==> config.mk <==
export PLATFORM = sky130hd
export DESIGN_NAME = roct_ctrl
export DESIGN_NICKNAME = d
export VERILOG_FILES = /design/src/sv/roct_pkg.sv /design/src/sv/roct_ctrl.sv
export SDC_FILE = /design/constraint.sdc
export NUM_CORES = 1
export LEC_CHECK = 0
export ABC_AREA = 1
export BUFFER_PORTS_ARGS = -buffer_cell sky130_fd_sc_hd__buf_2
export CAP_MARGIN = 20
export CORE_AREA = 3 3 182 184
export CTS_BUF_LIST = sky130_fd_sc_hd__clkbuf_8
export DETAILED_ROUTE_END_ITERATION = 16
export DIE_AREA = 0 0 185 187
export PLACE_DENSITY_LB_ADDON = 0.25
export SETUP_SLACK_MARGIN = 0.2
export SLEW_MARGIN = 40
export SYNTH_ARGS = -nofsm -noshare
export SYNTH_HDL_FRONTEND = slang
export SYNTH_SLANG_ARGS = --single-unit
==> constraint.sdc <==
create_clock -name clk -period 4.6 [get_ports clk]
set_input_delay 0.23 -clock clk [delete_from_list [all_inputs] [get_ports clk]]
set_output_delay 0.23 -clock clk [all_outputs]
set_load 0.02 [all_outputs]
==> src/sv/roct_pkg.sv <==
package roct_pkg;

    localparam int COORD_W       = 24;
    localparam int ID_W          = 20;
    localparam int OP_W          = 2;
    localparam int DEFAULT_DEPTH = 64;

    typedef enum logic [OP_W-1:0] {
        OP_CLEAR        = 2'd0,
        OP_INSERT       = 2'd1,
        OP_QUERY        = 2'd2,
        OP_QUERY_INSERT = 2'd3
    } op_t;

    typedef enum logic [1:0] {
        ST_IDLE,
        ST_SCAN,
        ST_DRAIN,
        ST_FINISH
    } state_t;

    typedef struct packed {
        logic signed [COORD_W-1:0] x_low;
        logic signed [COORD_W-1:0] y_low;
        logic signed [COORD_W-1:0] x_high;
        logic signed [COORD_W-1:0] y_high;
        logic        [ID_W-1:0]    entry_id;
    } entry_t;

endpackage

==> src/sv/roct_ctrl.sv <==
module roct_ctrl #(
    parameter int TABLE_DEPTH = roct_pkg::DEFAULT_DEPTH,
    parameter int AW          = $clog2(TABLE_DEPTH),
    parameter int CW          = $clog2(TABLE_DEPTH + 1)
) (
    input  logic                                 clk,
    input  logic                                 rst_n,
    input  logic                                 start,
    output logic                                 busy,
    input  logic [roct_pkg::OP_W-1:0]            opcode,
    input  logic signed [roct_pkg::COORD_W-1:0]  x_low,
    input  logic signed [roct_pkg::COORD_W-1:0]  y_low,
    input  logic signed [roct_pkg::COORD_W-1:0]  x_high,
    input  logic signed [roct_pkg::COORD_W-1:0]  y_high,
    input  logic [roct_pkg::ID_W-1:0]            entry_id,
    output logic                                 rd_en,
    output logic [AW-1:0]                        rd_addr,
    input  roct_pkg::entry_t                     rd_data,
    output logic                                 wr_en,
    output logic [AW-1:0]                        wr_addr,
    output roct_pkg::entry_t                     wr_data,
    output logic                                 done,
    output logic                                 conflicted,
    output logic                                 inserted,
    output logic                                 table_full
);

    roct_pkg::state_t state_reg, state_next;
    roct_pkg::op_t    op_reg, op_next;
    roct_pkg::entry_t req_reg, req_next;
    logic [CW-1:0]    count_reg, count_next;
    logic [AW-1:0]    idx_reg, idx_next;
    logic             rd_valid_reg;
    logic             conf_reg, conf_next;
    logic             done_reg, done_next;
    logic             conflicted_reg, conflicted_next;
    logic             inserted_reg, inserted_next;
    logic             full_reg, full_next;

    logic accept;
    logic hit;
    logic last_idx;
    logic do_insert;
    logic is_full;

    assign accept = start && (state_reg == roct_pkg::ST_IDLE);
    assign busy   = (state_reg != roct_pkg::ST_IDLE);

    // inclusive overlap, entries carrying the query's own id are skipped
    assign hit = rd_valid_reg
              && (rd_data.entry_id != req_reg.entry_id)
              && ($signed(rd_data.x_low) <= $signed(req_reg.x_high))
              && ($signed(req_reg.x_low) <= $signed(rd_data.x_high))
              && ($signed(rd_data.y_low) <= $signed(req_reg.y_high))
              && ($signed(req_reg.y_low) <= $signed(rd_data.y_high));

    assign last_idx  = ({{(CW-AW){1'b0}}, idx_reg} == (count_reg - CW'(1)));
    assign is_full   = (count_reg == CW'(TABLE_DEPTH));
    assign do_insert = (op_reg == roct_pkg::OP_INSERT)
                    || ((op_reg == roct_pkg::OP_QUERY_INSERT) && !conf_reg);

    assign rd_addr = idx_reg;
    assign wr_addr = count_reg[AW-1:0];
    assign wr_data = req_reg;

    always_comb
    begin
        state_next      = state_reg;
        op_next         = op_reg;
        req_next        = req_reg;
        count_next      = count_reg;
        idx_next        = idx_reg;
        conf_next       = conf_reg;
        done_next       = 1'b0;
        conflicted_next = 1'b0;
        inserted_next   = 1'b0;
        full_next       = 1'b0;
        rd_en           = 1'b0;
        wr_en           = 1'b0;

        case (state_reg)
            roct_pkg::ST_IDLE:
            begin
                if (accept)
                begin
                    op_next   = roct_pkg::op_t'(opcode);
                    req_next  = '{x_low: x_low, y_low: y_low, x_high: x_high,
                                  y_high: y_high, entry_id: entry_id};
                    idx_next  = '0;
                    conf_next = 1'b0;
                    if ((opcode inside {roct_pkg::OP_QUERY, roct_pkg::OP_QUERY_INSERT})
                        && (count_reg != '0))
                    begin
                        state_next = roct_pkg::ST_SCAN;
                    end
                    else
                    begin
                        state_next = roct_pkg::ST_FINISH;
                    end
                end
            end
            roct_pkg::ST_SCAN:
            begin
                rd_en = 1'b1;
                if (hit)
                begin
                    // early exit, reads still in flight are dropped
                    conf_next  = 1'b1;
                    rd_en      = 1'b0;
                    state_next = roct_pkg::ST_FINISH;
                end
                else if (last_idx)
                begin
                    state_next = roct_pkg::ST_DRAIN;
                end
                else
                begin
                    idx_next = idx_reg + AW'(1);
                end
            end
            roct_pkg::ST_DRAIN:
            begin
                conf_next  = hit;
                state_next = roct_pkg::ST_FINISH;
            end
            roct_pkg::ST_FINISH:
            begin
                done_next       = 1'b1;
                conflicted_next = conf_reg;
                if (op_reg == roct_pkg::OP_CLEAR)
                begin
                    count_next = '0;
                end
                else if (do_insert)
                begin
                    if (is_full)
                    begin
                        full_next = 1'b1;
                    end
                    else
                    begin
                        wr_en         = 1'b1;
                        inserted_next = 1'b1;
                        count_next    = count_reg + CW'(1);
                    end
                end
                state_next = roct_pkg::ST_IDLE;
            end
            default:
            begin
                state_next = roct_pkg::ST_IDLE;
            end
        endcase
    end

    always_ff @(posedge clk or negedge rst_n)
    begin
        if (!rst_n)
        begin
            state_reg      <= roct_pkg::ST_IDLE;
            op_reg         <= roct_pkg::OP_CLEAR;
            count_reg      <= '0;
            idx_reg        <= '0;
            rd_valid_reg   <= 1'b0;
            conf_reg       <= 1'b0;
            done_reg       <= 1'b0;
            conflicted_reg <= 1'b0;
            inserted_reg   <= 1'b0;
            full_reg       <= 1'b0;
        end
        else
        begin
            state_reg      <= state_next;
            op_reg         <= op_next;
            count_reg      <= count_next;
            idx_reg        <= idx_next;
            rd_valid_reg   <= rd_en;
            conf_reg       <= conf_next;
            done_reg       <= done_next;
            conflicted_reg <= conflicted_next;
            inserted_reg   <= inserted_next;
            full_reg       <= full_next;
        end
    end

    always_ff @(posedge clk)
    begin
        req_reg <= req_next;
    end

    assign done       = done_reg;
    assign conflicted = conflicted_reg;
    assign inserted   = inserted_reg;
    assign table_full = full_reg;

endmodule

# Yosys cells after proc, flatten, opt, wreduce, memory -nomap -nowiden
# Index checks and enable logic that the tools add are counted.
op_classes:
  n_addsub: 3
  magnitude_cmp: 4
  eq_ne: 16
  mux: 27
  n_reduce_logical: 23
ops:
  columns: ["operator", "count"]
  rows:
  - ["less-or-equal comparator 24 bit", 4]
  - ["two-way mux 7 bit", 3]
  - ["!= test 20 bit", 1]
  - ["two-way mux 6 bit", 3]
  - ["two-way mux 1 bit", 14]
  - ["one-hot mux 6 bit (2 select lines)", 1]
  - ["== test 2 bit (second input constant)", 5]
  - ["logical AND 1 bit", 8]
  - ["two-way mux 2 bit", 4]
  - ["!= test 2 bit (second input constant)", 4]
  - ["one-hot mux 2 bit (4 select lines)", 1]
  - ["nonzero test 2 bit", 4]
  - ["adder 7 x 1 -> 7 bit (second input constant)", 1]
  - ["== test 6 x 7 -> 1 bit", 1]
  - ["== test 7 bit (second input constant)", 1]
  - ["nonzero test 7 bit", 1]
  - ["subtractor 7 x 1 -> 7 bit (second input constant)", 1]
  - ["adder 6 x 1 -> 6 bit (second input constant)", 1]
  - ["AND reduction 3 bit", 2]
  - ["== test 2 x 1 -> 1 bit (second input constant)", 2]
  - ["logical NOT 2 bit", 2]
  - ["AND reduction 2 bit", 2]
  - ["AND reduction 4 bit", 1]
  - ["!= test 3 bit (second input constant)", 1]
  - ["5 further kinds", 5]
totals:
  register_bits: 139
  input_bits: 237
  out_inout_bits: 135
  wordCells: 88

# Logic depth before layout (Yosys ltp)
# Gate-level depths: netlist (run 1).
logic_depth:
  ltp_word: 8
  depth_mapped: 21
  ltp_nobuf: 21

# Least setup slack after synthesis (run 1)
# Ideal clock, no wire load.
synth_timing:
  path_type: "register to register"
  startpoint: "register state_reg[0]"
  endpoint: "register req_reg (netlist bit wr_data[0]) (enable)"
  setup_ns: 0.471
  t_arrival_ns: 3.063
  required_ns: 4.129
  slack_ns: 1.065
  path_stages_with_launch: 5
  n_path_buf: 0
  synth_period_minus_slack_ns: 3.535
  cell_sequence: "dfrtp_1 inv_1 ha_1 nand2_1 inv_1"
synth_between:
  elab_chain_len: 3
synth_rtl:
  columns: ["item", "line_no", "rtl"]
  rows:
  - ["start: declaration", "roct_ctrl.sv:28", "roct_pkg::state_t state_reg, state_next;"]
  - ["start signal: assignment", "roct_ctrl.sv:160", "state_reg <= roct_pkg::ST_IDLE;"]
  - ["start signal: assignment", "roct_ctrl.sv:173", "state_reg <= state_next;"]
  - ["logical NOT 2 bit (*)", "roct_ctrl.sv:46, roct_ctrl.sv:81", null]
  - ["logical AND 1 bit", "roct_ctrl.sv:46", "assign accept = start && (state_reg == roct_pkg::ST_IDLE);"]
  - ["AND reduction 2 bit (no line) (*)", null, null]
  - ["end signal: assignment", "roct_ctrl.sv:188", "req_reg <= req_next;"]
  - ["end: declaration", "roct_ctrl.sv:30", "roct_pkg::entry_t req_reg, req_next;"]
# Every way passes the cells marked *; elsewhere a longest branch is shown, timed or not.
# A chain may end at the register's enable or synchronous reset.

# Worst setup path after layout (run 1)
layout_timing:
  startpoint: "register req_reg (netlist bit wr_data[83])"
  endpoint: "output rd_en"
layout_between:
  elab_chain_len: 4
layout_rtl:
  columns: ["item", "line_no", "rtl"]
  rows:
  - ["less-or-equal comparator 24 bit", "roct_ctrl.sv:55", "&& ($signed(req_reg.y_low) <= $signed(rd_data.y_high));"]
  - ["logical AND 1 bit", "roct_ctrl.sv:55", null]
  - ["two-way mux 1 bit", "roct_ctrl.sv:105", "if (hit)"]
  - ["two-way mux 1 bit", "roct_ctrl.sv:81", "case (state_reg)"]
  - ["end: declaration", "roct_ctrl.sv:16", "output logic rd_en,"]
# No other way between the ends.

==> flow_metrics.py, run 1 <==
metrics = {
    "outcome": {
        "outcome": "complete, no violations",
    },
    "worst_setup_path": {
        "endpoint": "rd_en",
        "setup.worst_path.start": "wr_data[83]",
        "endpoint_kind": "output pin",
        "r2r_cells": 16,
        "critPathLaunchType": "register",
        "reg2reg_to": "rd_addr[3]",
        "path_max_fanout": 3,
        "reg2reg_from": "wr_data[83]",
        "critPathKind": "register to output pin",
        "critPathRequiredTime_ps": 4370,
        "ff2ff_setup_slack_ps": 2240,
        "arrival_ps": 2690,
    },
    "grt": {
        "grt_usage": 0.143,
        "overflow": 0,
        "antenna_found_initial": 2,
        "grt_max_degree": 77,
        "grt_pass1_wl_mm": 38.3,
        "grt_pass1_vias": 7405,
    },
    "detailed_routing": {
        "route.vias.total": 7103,
        "drtIter0Drc": 237,
        "dr.pass1.iters": 4,
        "wl_per_cell_microns": 14.6,
        "avgViaCountPerCell": 4.12,
        "wirelength_mm": 25.1,
        "drc": 0,
        "drt.antenna.violating_nets": 0,
    },
    "yosys": {
        "synth_nets": 1142,
        "netlist_instances": 801,
        "synth_cell_types": 33,
        "syn_area_sq_um": 7890,
        "synth_top_area_share": 0.441,
        "yosysWarnings": 0,
        "ys_ff_latch": 139,
        "synth_area_per_cell_sq_um": 9.85,
        "synth_top_area_cell": "edfxtp_1",
        "ys_seq_area_frac": 0.514,
        "synthTopCellsByArea": "edfxtp_1 (44%), ha_1 (16%), nand2_1 (8.5%)",
    },
    "cells_and_area": {
        "syn_to_final_growth_pct": 50.3,
        "largest_reg_flops": 116,
        "layout-drive-gt1-share": 0.319,
        "fin_nets": 1645,
    },
    "clock_tree": {
        "cts_tree": "done",
        "cts_max_level": 4,
        "cts_setup_buffers": 0,
        "clock-sinks": 139,
        "cts_hold_buffers": 119,
        "clock_latency_ps": 480,
        "numCtsBuffers": 17,
        "clk_pin_slew_ps": 90,
        "clockBufferDepth": 2,
        "cts-root-buf": "clkbuf_8",
        "cts_resized": 0,
    },
    "sta": {
        "worst_pin_slew_ps": 636,
        "timing.slew.headroom": 0.576,
        "hold_ws_ps": 82.4,
        "hold_viol": 0,
        "drv_slew": 0,
        "finalCritPeriodShare": 0.635,
        "fmax_ghz": 0.342,
        "fin_crit_ps": 2920,
        "fin_setup_tns_ps": 0,
        "setup_viol": 0,
        "rsz0062_at_grt": "no",
        "skew_ps": 14.8,
    },
    "floorplan": {
        "dieHeight_microns": 187,
        "io_pins": 372,
        "rows": 65,
        "chipWidth_microns": 185,
        "start_util": 0.250,
        "core-area_sq_um": 31600,
        "dieArea_sq_um": 34600,
    },
    "place": {
        "detailed_place_hpwl_mm": 19.8,
        "routabilityCongestion": 0.796,
        "numPortBuffers": 371,
    },
    "power_and_ir_drop": {
        "p_per_area_nw_per_um2": 385,
        "power_mw": 4.56,
        "ir_drop_uv": 236,
        "leakage_nw": 6.05,
    },
    "min_path": {
        "hold_path_class": "input port to register",
    },
    "flow_run": {
        "max_cap_viol_count": 0,
    },
}
==> kinds of logic (layout without fill, tap and decap cells) <==
kind of cell	Yosys count	after routing	synth area share
compound gates	71	71	0.0495
xor+xnor	27	27	0.0300
fa+ha+maj	104	104	0.165
buf+inv	170	686	0.0839
flops	139	139	0.514
other cells	0	4	0
simple gates	290	290	0.157
==> cell type report <==
cell class                      instances  area, sq um
Inverter                              163          614
Timing Repair Buffer                  491         3070
Antenna cell                            4         10.0
Clock buffer                           17          234
Multi-Input combinational cell        492         3170
Tap cell                              402          503
Clock inverter                         15          200
Sequential cell                       139         4060
Fill cell                            3244        19700
==> report_power, final <==
group	internal (mW)	switching (mW)
logic	0.614	1.02
clock network	0.593	0.544
registers	1.65	0.143
total	2.86	1.71
==> worst min path at each step <==
| stage | cells past startpoint | startpoint | slack [ps] | to |
|---|---|---|---|---|
| 6_report | 4 | start | 80 | op_reg[1] |
| 5_1_grt | 4 | start | 80 | op_reg[1] |
| 4_1_cts | 4 | start | 30 | op_reg[1] |
| 2_1_floorplan | 0 | rst_n | -70 | conf_reg |
| 3_5_place_dp | 1 | rst_n | 250 | count_reg[2] |
| 3_3_place_gp | 1 | rst_n | 250 | count_reg[2] |
==> cell usage after synthesis <==
cell and n:
o21ai_0 12, a21o_1 7, and3_1 1, nor3_2 1, o21a_1 2, xor2_1 6, a21boi_0 1, nand4_1 18
buf_4 6, xnor2_1 21, o21ai_1 2, o2111ai_1 1, inv_2 3, nor3b_4 1, dfrtp_1 23, nand4_2 1
nor3_1 10, nor2_2 4, nor4_1 1, a21oi_1 43, nand3_2 3, nand2_2 2, nor2_1 51, inv_1 160
nand3_1 17, o22ai_1 1, or2_2 2, o211ai_1 1, nand2_1 178, o21bai_1 1, ha_1 104, edfxtp_1 116
buf_2 1
==> layer usage <==
metal,track usage,up-vias,share of wire
met3,0.0426,39,0.063
met5,0,-,0
li1,-,3634,-
met2,0.249,237,0.49
met4,0.0557,0,0.026
met1,0.164,3193,0.42
==> metrics by stage <==
stage / setup WS, ps / instance area (sq um) / utilization / instances
2_1_floorplan: 1070 / 7890 / - / 801
4_1_cts: 1540 / 11800 / 0.375 / 1719
3_3_place_gp: 2170 / 10200 / 0.324 / 1568
3_5_place_dp: 2130 / 10200 / 0.324 / 1568
5_1_grt: 1300 / 11900 / 0.376 / 1721
6_report: 1680 / 11900 / 0.376 / 1723
==> cell usage in the layout, fill, tap and decap left out, types with 18 or more instances in the layout <==
| cell | n |
|---|---|
| dlygate4sd3_1 | 119 |
| nor2_1 | 51 |
| nand2_1 | 178 |
| buf_2 | 371 |
| inv_1 | 161 |
| edfxtp_1 | 116 |
| a21oi_1 | 43 |
| xnor2_1 | 21 |
| ha_1 | 104 |
| nand4_1 | 18 |
| dfrtp_1 | 23 |
==> worst max-delay path, cell delays in order, from the launching register on <==
cell and delay (ps):
edfxtp_1 410, ha_1 310, nand2_1 70, nor2_1 220, nand3_1 120, nor2_1 140
nand2_1 90, nand3_1 70, nand2_1 50, nand2_1 50, nand2_1 60, nand2_1 100
inv_1 70, nand2_1 110, nand2_1 80, inv_1 90, buf_2 180
(Power assumes the default switching activity.)
==> run 2, diff against run 1 <==
--- a/config.mk
+++ b/config.mk
@@ -5,13 +5,13 @@
 export SDC_FILE = /design/constraint.sdc
 export NUM_CORES = 1
 export LEC_CHECK = 0
-export ABC_AREA = 1
+export ABC_AREA = 0
 export BUFFER_PORTS_ARGS = -buffer_cell sky130_fd_sc_hd__buf_2
 export CAP_MARGIN = 20
-export CORE_AREA = 3 3 182 184
+export CORE_AREA = 3 3 179 181
 export CTS_BUF_LIST = sky130_fd_sc_hd__clkbuf_8
 export DETAILED_ROUTE_END_ITERATION = 16
-export DIE_AREA = 0 0 185 187
+export DIE_AREA = 0 0 182 184
 export PLACE_DENSITY_LB_ADDON = 0.25
 export SETUP_SLACK_MARGIN = 0.2
 export SLEW_MARGIN = 40
==> constraint.sdc (replaced) <==
create_clock -name clk -period 2.4 [get_ports clk]
set_input_delay 0.12 -clock clk [delete_from_list [all_inputs] [get_ports clk]]
set_output_delay 0.12 -clock clk [all_outputs]
set_load 0.02 [all_outputs]
==> flow_metrics.py, run 2 <==
metrics = {
    "outcome": {
        "outcome": "complete, but fails checks",
        "violations": "negative setup slack",
    },
    "cells_and_area": {
        "fin_util": 0.408,
        "final_common_cell": "buf_2",
        "syn_to_final_growth_pct": 63.6,
        "layout-drive-gt1-share": 0.422,
        "final_cell_mix": "buf_2 (370), dlygate4sd3_1 (121), edfxtp_1 (116)",
        "fin_area_sq_um": 12500,
        "largest_reg_flops": 116,
        "fin_nets": 1600,
    },
    "clock_tree": {
        "cts-root-buf": "clkbuf_8",
        "cts_tree": "done",
        "clockBufferDepth": 2,
        "clk_pin_slew_ps": 90,
        "clock_latency_ps": 470,
        "numCtsBuffers": 17,
        "clock-sinks": 139,
        "cts_max_level": 4,
    },
    "yosys": {
        "synth_common_cells": "edfxtp_1 (116), inv_1 (109), ha_1 (104)",
        "synthTopCellsByArea": "edfxtp_1 (46%), ha_1 (17%), dfrtp_1 (7.5%)",
        "synthMuxAreaShare": 0.00426,
        "synthArstFlopShare": 0.165,
        "synth_top_family_by_area": "adder cells",
        "ys_ff_latch": 139,
        "synth_fa_ha_area_frac": 0.170,
        "synth_cell_types": 56,
        "synth-edff-count": 116,
        "synth-compound-area-share": 0.0963,
        "synth_area_per_cell_sq_um": 11.7,
        "yosysWarnings": 0,
        "synth_xor_area_frac": 0.0367,
        "synth_nets": 991,
        "synth_ff_type": "edfxtp_1",
        "netlist_instances": 650,
        "synth_top_area_cell": "edfxtp_1",
        "syn_area_sq_um": 7640,
        "synth.most_common_cell": "edfxtp_1",
        "yosys.area_share.simple": 0.0998,
        "ys_seq_area_frac": 0.532,
        "synth_top_area_share": 0.456,
    },
    "grt": {
        "grt_pass1_wl_mm": 40.1,
        "grt_max_degree": 75,
        "grt_usage": 0.154,
        "overflow": 0,
        "antenna_found_initial": 2,
        "met2_usage": 0.279,
        "grt_pass1_vias": 7660,
        "met1_usage": 0.173,
        "grt.busiest_layer": "met2",
        "use_met3": 0.0467,
    },
    "sta": {
        "skew_ps": 11.2,
        "hold_viol": 0,
        "rsz0062_at_grt": "yes",
        "fmax_ghz": 0.299,
        "drv_slew": 0,
        "timing.slew.headroom": 0.491,
        "setup_viol": 11,
        "worst_pin_slew_ps": 755,
        "finalCritPeriodShare": 1.39,
        "fin_crit_ps": 3340,
        "worst_slack_ps": -945,
    },
    "detailed_routing": {
        "wl_per_cell_microns": 15.5,
        "drc": 0,
        "drtIter0Drc": 290,
        "route.vias.total": 7128,
        "wirelength_mm": 25.9,
        "drt.antenna.violating_nets": 0,
        "avgViaCountPerCell": 4.27,
        "dr.pass1.iters": 4,
    },
    "floorplan": {
        "dieHeight_microns": 184,
        "io_pins": 372,
        "dieArea_sq_um": 33500,
        "start_util": 0.250,
        "core-area_sq_um": 30600,
        "chipWidth_microns": 182,
        "rows": 64,
    },
    "power_and_ir_drop": {
        "ir_drop_uv": 618,
        "leakage_nw": 6.07,
        "power_mw": 9.03,
        "p_per_area_nw_per_um2": 723,
    },
    "worst_setup_path": {
        "critPathLaunchType": "register",
        "r2r_cells": 14,
        "critPathRequiredTime_ps": 2780,
        "endpoint_kind": "register",
        "ff2ff_setup_slack_ps": -940,
        "arrival_ps": 3730,
        "critPathKind": "register to register",
        "path_max_fanout": 5,
    },
    "place": {
        "routabilityCongestion": 0.838,
        "detailed_place_hpwl_mm": 20.4,
        "post-place-ws_ps": -699,
        "place_area_sq_um": 10700,
        "numPortBuffers": 371,
    },
    "min_path": {
        "hold_path_class": "input port to register",
        "min_path_cells": 5,
    },
    "flow_run": {
        "max_cap_viol_count": 0,
    },
}
==> run 2: cell count changes in the layout (fill, tap and decap cells not counted), sizes merged, moves of 8 or more <==
cell	previous run	this run
inv	168	114
buf	372	478
nand2	180	30
nor2	55	26
a21oi	43	35
o211ai	1	10
xor2	6	21
xnor2	21	11
nand4	19	29
==> run 2: report_power, final <==
group          internal [mW]  switching, mW  leakage [nW]  total (mW)
Sequential              3.12          0.250          1.37        3.37
Combinational           1.64           2.03          4.51        3.67
Clock                  0.940           1.05         0.194        1.99
Total                   5.71           3.33          6.07        9.03
==> run 2: final cells by class <==
cell class	instances	area, sq um
Tap cell	396	495
Antenna cell	2	5.00
Timing Repair Buffer	599	3920
Clock buffer	17	234
Clock inverter	15	163
Sequential cell	139	4060
Multi-Input combinational cell	393	3200
Inverter	109	413
Fill cell	3012	18100
==> run 2: critical path, cell delays in order, from the launching register on <==
cell and delay [ps]:
edfxtp_1 370, inv_1 50, ha_1 300, nand4_1 200, nor4_4 380, o311ai_2 160
a31oi_1 230, a221oi_2 70, or4b_4 550, buf_6 150, buf_6 110, o31ai_4 300
buf_4 190, o21ai_1 50, a22oi_1 160
==> run 2: layer usage <==
| metal | vias to the layer above | share of wire |
|---|---|---|
| li1 | 3575 | - |
| met1 | 3244 | 0.40 |
| met2 | 280 | 0.51 |
| met3 | 29 | 0.071 |
| met4 | 0 | 0.021 |
| met5 | - | 0 |
==> run 2: what timing repair did <==
action	4_1_cts	5_1_grt
setup buffers	5	4
endpoints found under the setup margin	11	13
hold buffers	121	0
cloned	0	0
pin swaps	11	13
hold endpoints to repair	141	0
resized for setup	10	9
==> run 2: cells by family (layout without fill, tap and decap cells) <==
kind of cell / after synthesis / count (layout)
and+or+nand+nor: 146 / 146
DFF: 139 / 139
buffers and inverters: 118 / 740
AOI/OAI and AO/OA: 108 / 108
adders and majority gates: 104 / 104
xor gates and xnor gates: 32 / 32
muxes: 3 / 3
other: 0 / 2
==> run 2: path summary, 6_finish.rpt <==
check | end | from
setup / recovery | state_reg[0] | wr_data[63]
hold / removal | state_reg[0] | start
setup reg to reg | state_reg[0] | wr_data[63]
hold reg to reg | conf_reg | conf_reg
max in group asynchronous | rd_addr[2] | rst_n
min in group asynchronous | conflicted | rst_n
==> run 2: stage by stage <==
stage / setup TNS [ps] / hold slack, ps / cells
2_1_floorplan: -52240 / -176 / 650
3_3_place_gp: -6260 / 145 / 1506
3_5_place_dp: -6800 / 149 / 1506
4_1_cts: -9550 / 78.7 / 1664
5_1_grt: -11660 / 131 / 1670
6_report: -9500 / 145 / 1670
==> run 3, diff against run 2 <==
--- a/config.mk
+++ b/config.mk
@@ -7,12 +7,12 @@
 export LEC_CHECK = 0
 export ABC_AREA = 0
 export BUFFER_PORTS_ARGS = -buffer_cell sky130_fd_sc_hd__buf_2
-export CAP_MARGIN = 20
 export CORE_AREA = 3 3 179 181
 export CTS_BUF_LIST = sky130_fd_sc_hd__clkbuf_8
 export DETAILED_ROUTE_END_ITERATION = 16
 export DIE_AREA = 0 0 182 184
 export PLACE_DENSITY_LB_ADDON = 0.25
+export RECOVER_POWER = 100
 export SETUP_SLACK_MARGIN = 0.2
 export SLEW_MARGIN = 40
 export SYNTH_ARGS = -nofsm -noshare
==> flow_metrics.py, run 3 (synthesis gave the netlist of run 2 again) <==
metrics = {
    "place": {
        "detailed_place_hpwl_mm": 20.4,
        "dp_cells": 1506,
        "numPortBuffers": 371,
        "routabilityCongestion": 0.838,
    },
    "sta": {
        "rsz0062_at_grt": "yes",
        "fmax_ghz": 0.299,
        "skew_ps": 11.0,
        "fin_crit_ps": 3340,
        "finalCritPeriodShare": 1.39,
        "drv_slew": 0,
        "worst_slack_ps": -941,
        "setup_viol": 11,
        "hold_viol": 0,
        "timing.slew.headroom": 0.112,
        "worst_pin_slew_ps": 1330,
    },
    "worst_setup_path": {
        "path_max_fanout": 5,
        "arrival_ps": 3730,
        "critPathLaunchType": "register",
        "endpoint_kind": "register",
        "critPathKind": "register to register",
        "critPathRequiredTime_ps": 2780,
    },
    "floorplan": {
        "io_pins": 372,
        "start_util": 0.250,
        "chipWidth_microns": 182,
        "rows": 64,
        "dieHeight_microns": 184,
        "core-area_sq_um": 30600,
        "dieArea_sq_um": 33500,
    },
    "cells_and_area": {
        "final_common_cell": "buf_2",
        "fin_util": 0.400,
        "fin_nets": 1600,
        "layout-drive-gt1-share": 0.309,
        "instances_no_fill": 1671,
        "largest_reg_flops": 116,
        "fill_cells": 3086,
        "final_cell_mix": "buf_2 (237), clkbuf_1 (139), dlygate4sd3_1 (121)",
        "syn_to_final_growth_pct": 60.4,
    },
    "detailed_routing": {
        "drtIter0Drc": 235,
        "wirelength_mm": 26.0,
        "avgViaCountPerCell": 4.27,
        "wl_per_cell_microns": 15.6,
        "route.vias.total": 7130,
        "drt.antenna.violating_nets": 0,
        "dr.pass1.iters": 4,
        "drc": 0,
    },
    "grt": {
        "antenna_found_initial": 2,
        "overflow": 0,
        "grt_pass1_vias": 7660,
        "grt_max_degree": 75,
        "grt_usage": 0.154,
        "grt_pass1_wl_mm": 40.1,
    },
    "power_and_ir_drop": {
        "leakage_nw": 5.64,
        "p_per_area_nw_per_um2": 724,
        "power_mw": 8.87,
        "ir_drop_uv": 617,
    },
    "clock_tree": {
        "clockBufferDepth": 2,
        "cts_max_level": 4,
        "clk_pin_slew_ps": 90,
        "cts_tree": "done",
        "cts-root-buf": "clkbuf_8",
        "clock-sinks": 139,
        "numCtsBuffers": 17,
        "clock_latency_ps": 470,
    },
    "outcome": {
        "violations": "negative setup slack",
        "outcome": "complete, but fails checks",
    },
    "min_path": {
        "hold_path_class": "input port to register",
    },
    "flow_run": {
        "max_cap_viol_count": 0,
    },
}
## run 3: cell count changes in the layout (fill, tap and decap cells not counted), moves of 2 or more
| cell | change |
|---|---|
| clkbuf_1 | +139 |
| buf_4 | -10 |
| buf_2 | -133 |
| buf_12 | -2 |
| clkbuf_4 | +4 |
## run 3: power breakdown
part           switching, mW  internal, mW
Clock                   1.05         0.940
Combinational           2.01          1.48
Sequential             0.255          3.13
## run 3: timing repair
action / CTS / global route
endpoints found under the setup margin: 11 / 13
endpoints found under the hold margin: 141 / 0
hold buffers: 121 / 0
pin swaps: 11 / 13
resized for setup: 10 / 9
setup buffers: 5 / 4
## run 3: cell type report
cell class / count / area, sq um / area share
well taps: 396 / 495 / 0.0404
flip-flops and latches: 139 / 4060 / 0.331
multi-input cells: 393 / 3180 / 0.259
inverters: 109 / 410 / 0.0335
diodes: 3 / 7.51 / 0.000613
repair buffers: 599 / 3700 / 0.302
clock inverters: 15 / 163 / 0.0133
clock buffers: 17 / 234 / 0.0191
## run 3: layer usage
metal  track usage  share of wire  up-vias
met5             0              0        -
met4        0.0497          0.016        0
met3        0.0467          0.068       22
met2         0.279           0.52      263
met1         0.173           0.40     3270
li1              -              -     3575
## run 3: critical path: stages, from the launching register on
cell and delay (ps):
edfxtp_1 370, inv_1 50, ha_1 300, nand4_1 200
nor4_4 380, o311ai_2 160, a31oi_1 230, a221oi_2 70
or4b_4 540, buf_6 140, buf_6 110, o31ai_4 310
buf_4 190, o21ai_1 50, a22oi_1 160
## run 3: worst paths after layout
check,slack (ps),endpoint,cells after the start,from
worst max-delay path,-940,state_reg[0],14,wr_data[63]
worst min-delay path,250,state_reg[0],5,start
min in group asynchronous,480,op_reg[0],2,rst_n
worst max register to register,-940,state_reg[0],14,wr_data[63]
max in group asynchronous,1130,rd_valid_reg,2,rst_n
worst min register to register,540,conf_reg,1,conf_reg
## run 3: metrics by stage
step | setup TNS, ps | cell area (sq um) | setup WS [ps] | hold WS [ps]
floorplan | -52240 | 7660 | -688 | -176
global placement | -6260 | 10700 | -644 | 145
detailed placement | -6800 | 10700 | -699 | 149
CTS | -9550 | 12400 | -1010 | 78.7
global route | -11660 | 12200 | -1150 | 246
finish | -9500 | 12200 | -941 | 248
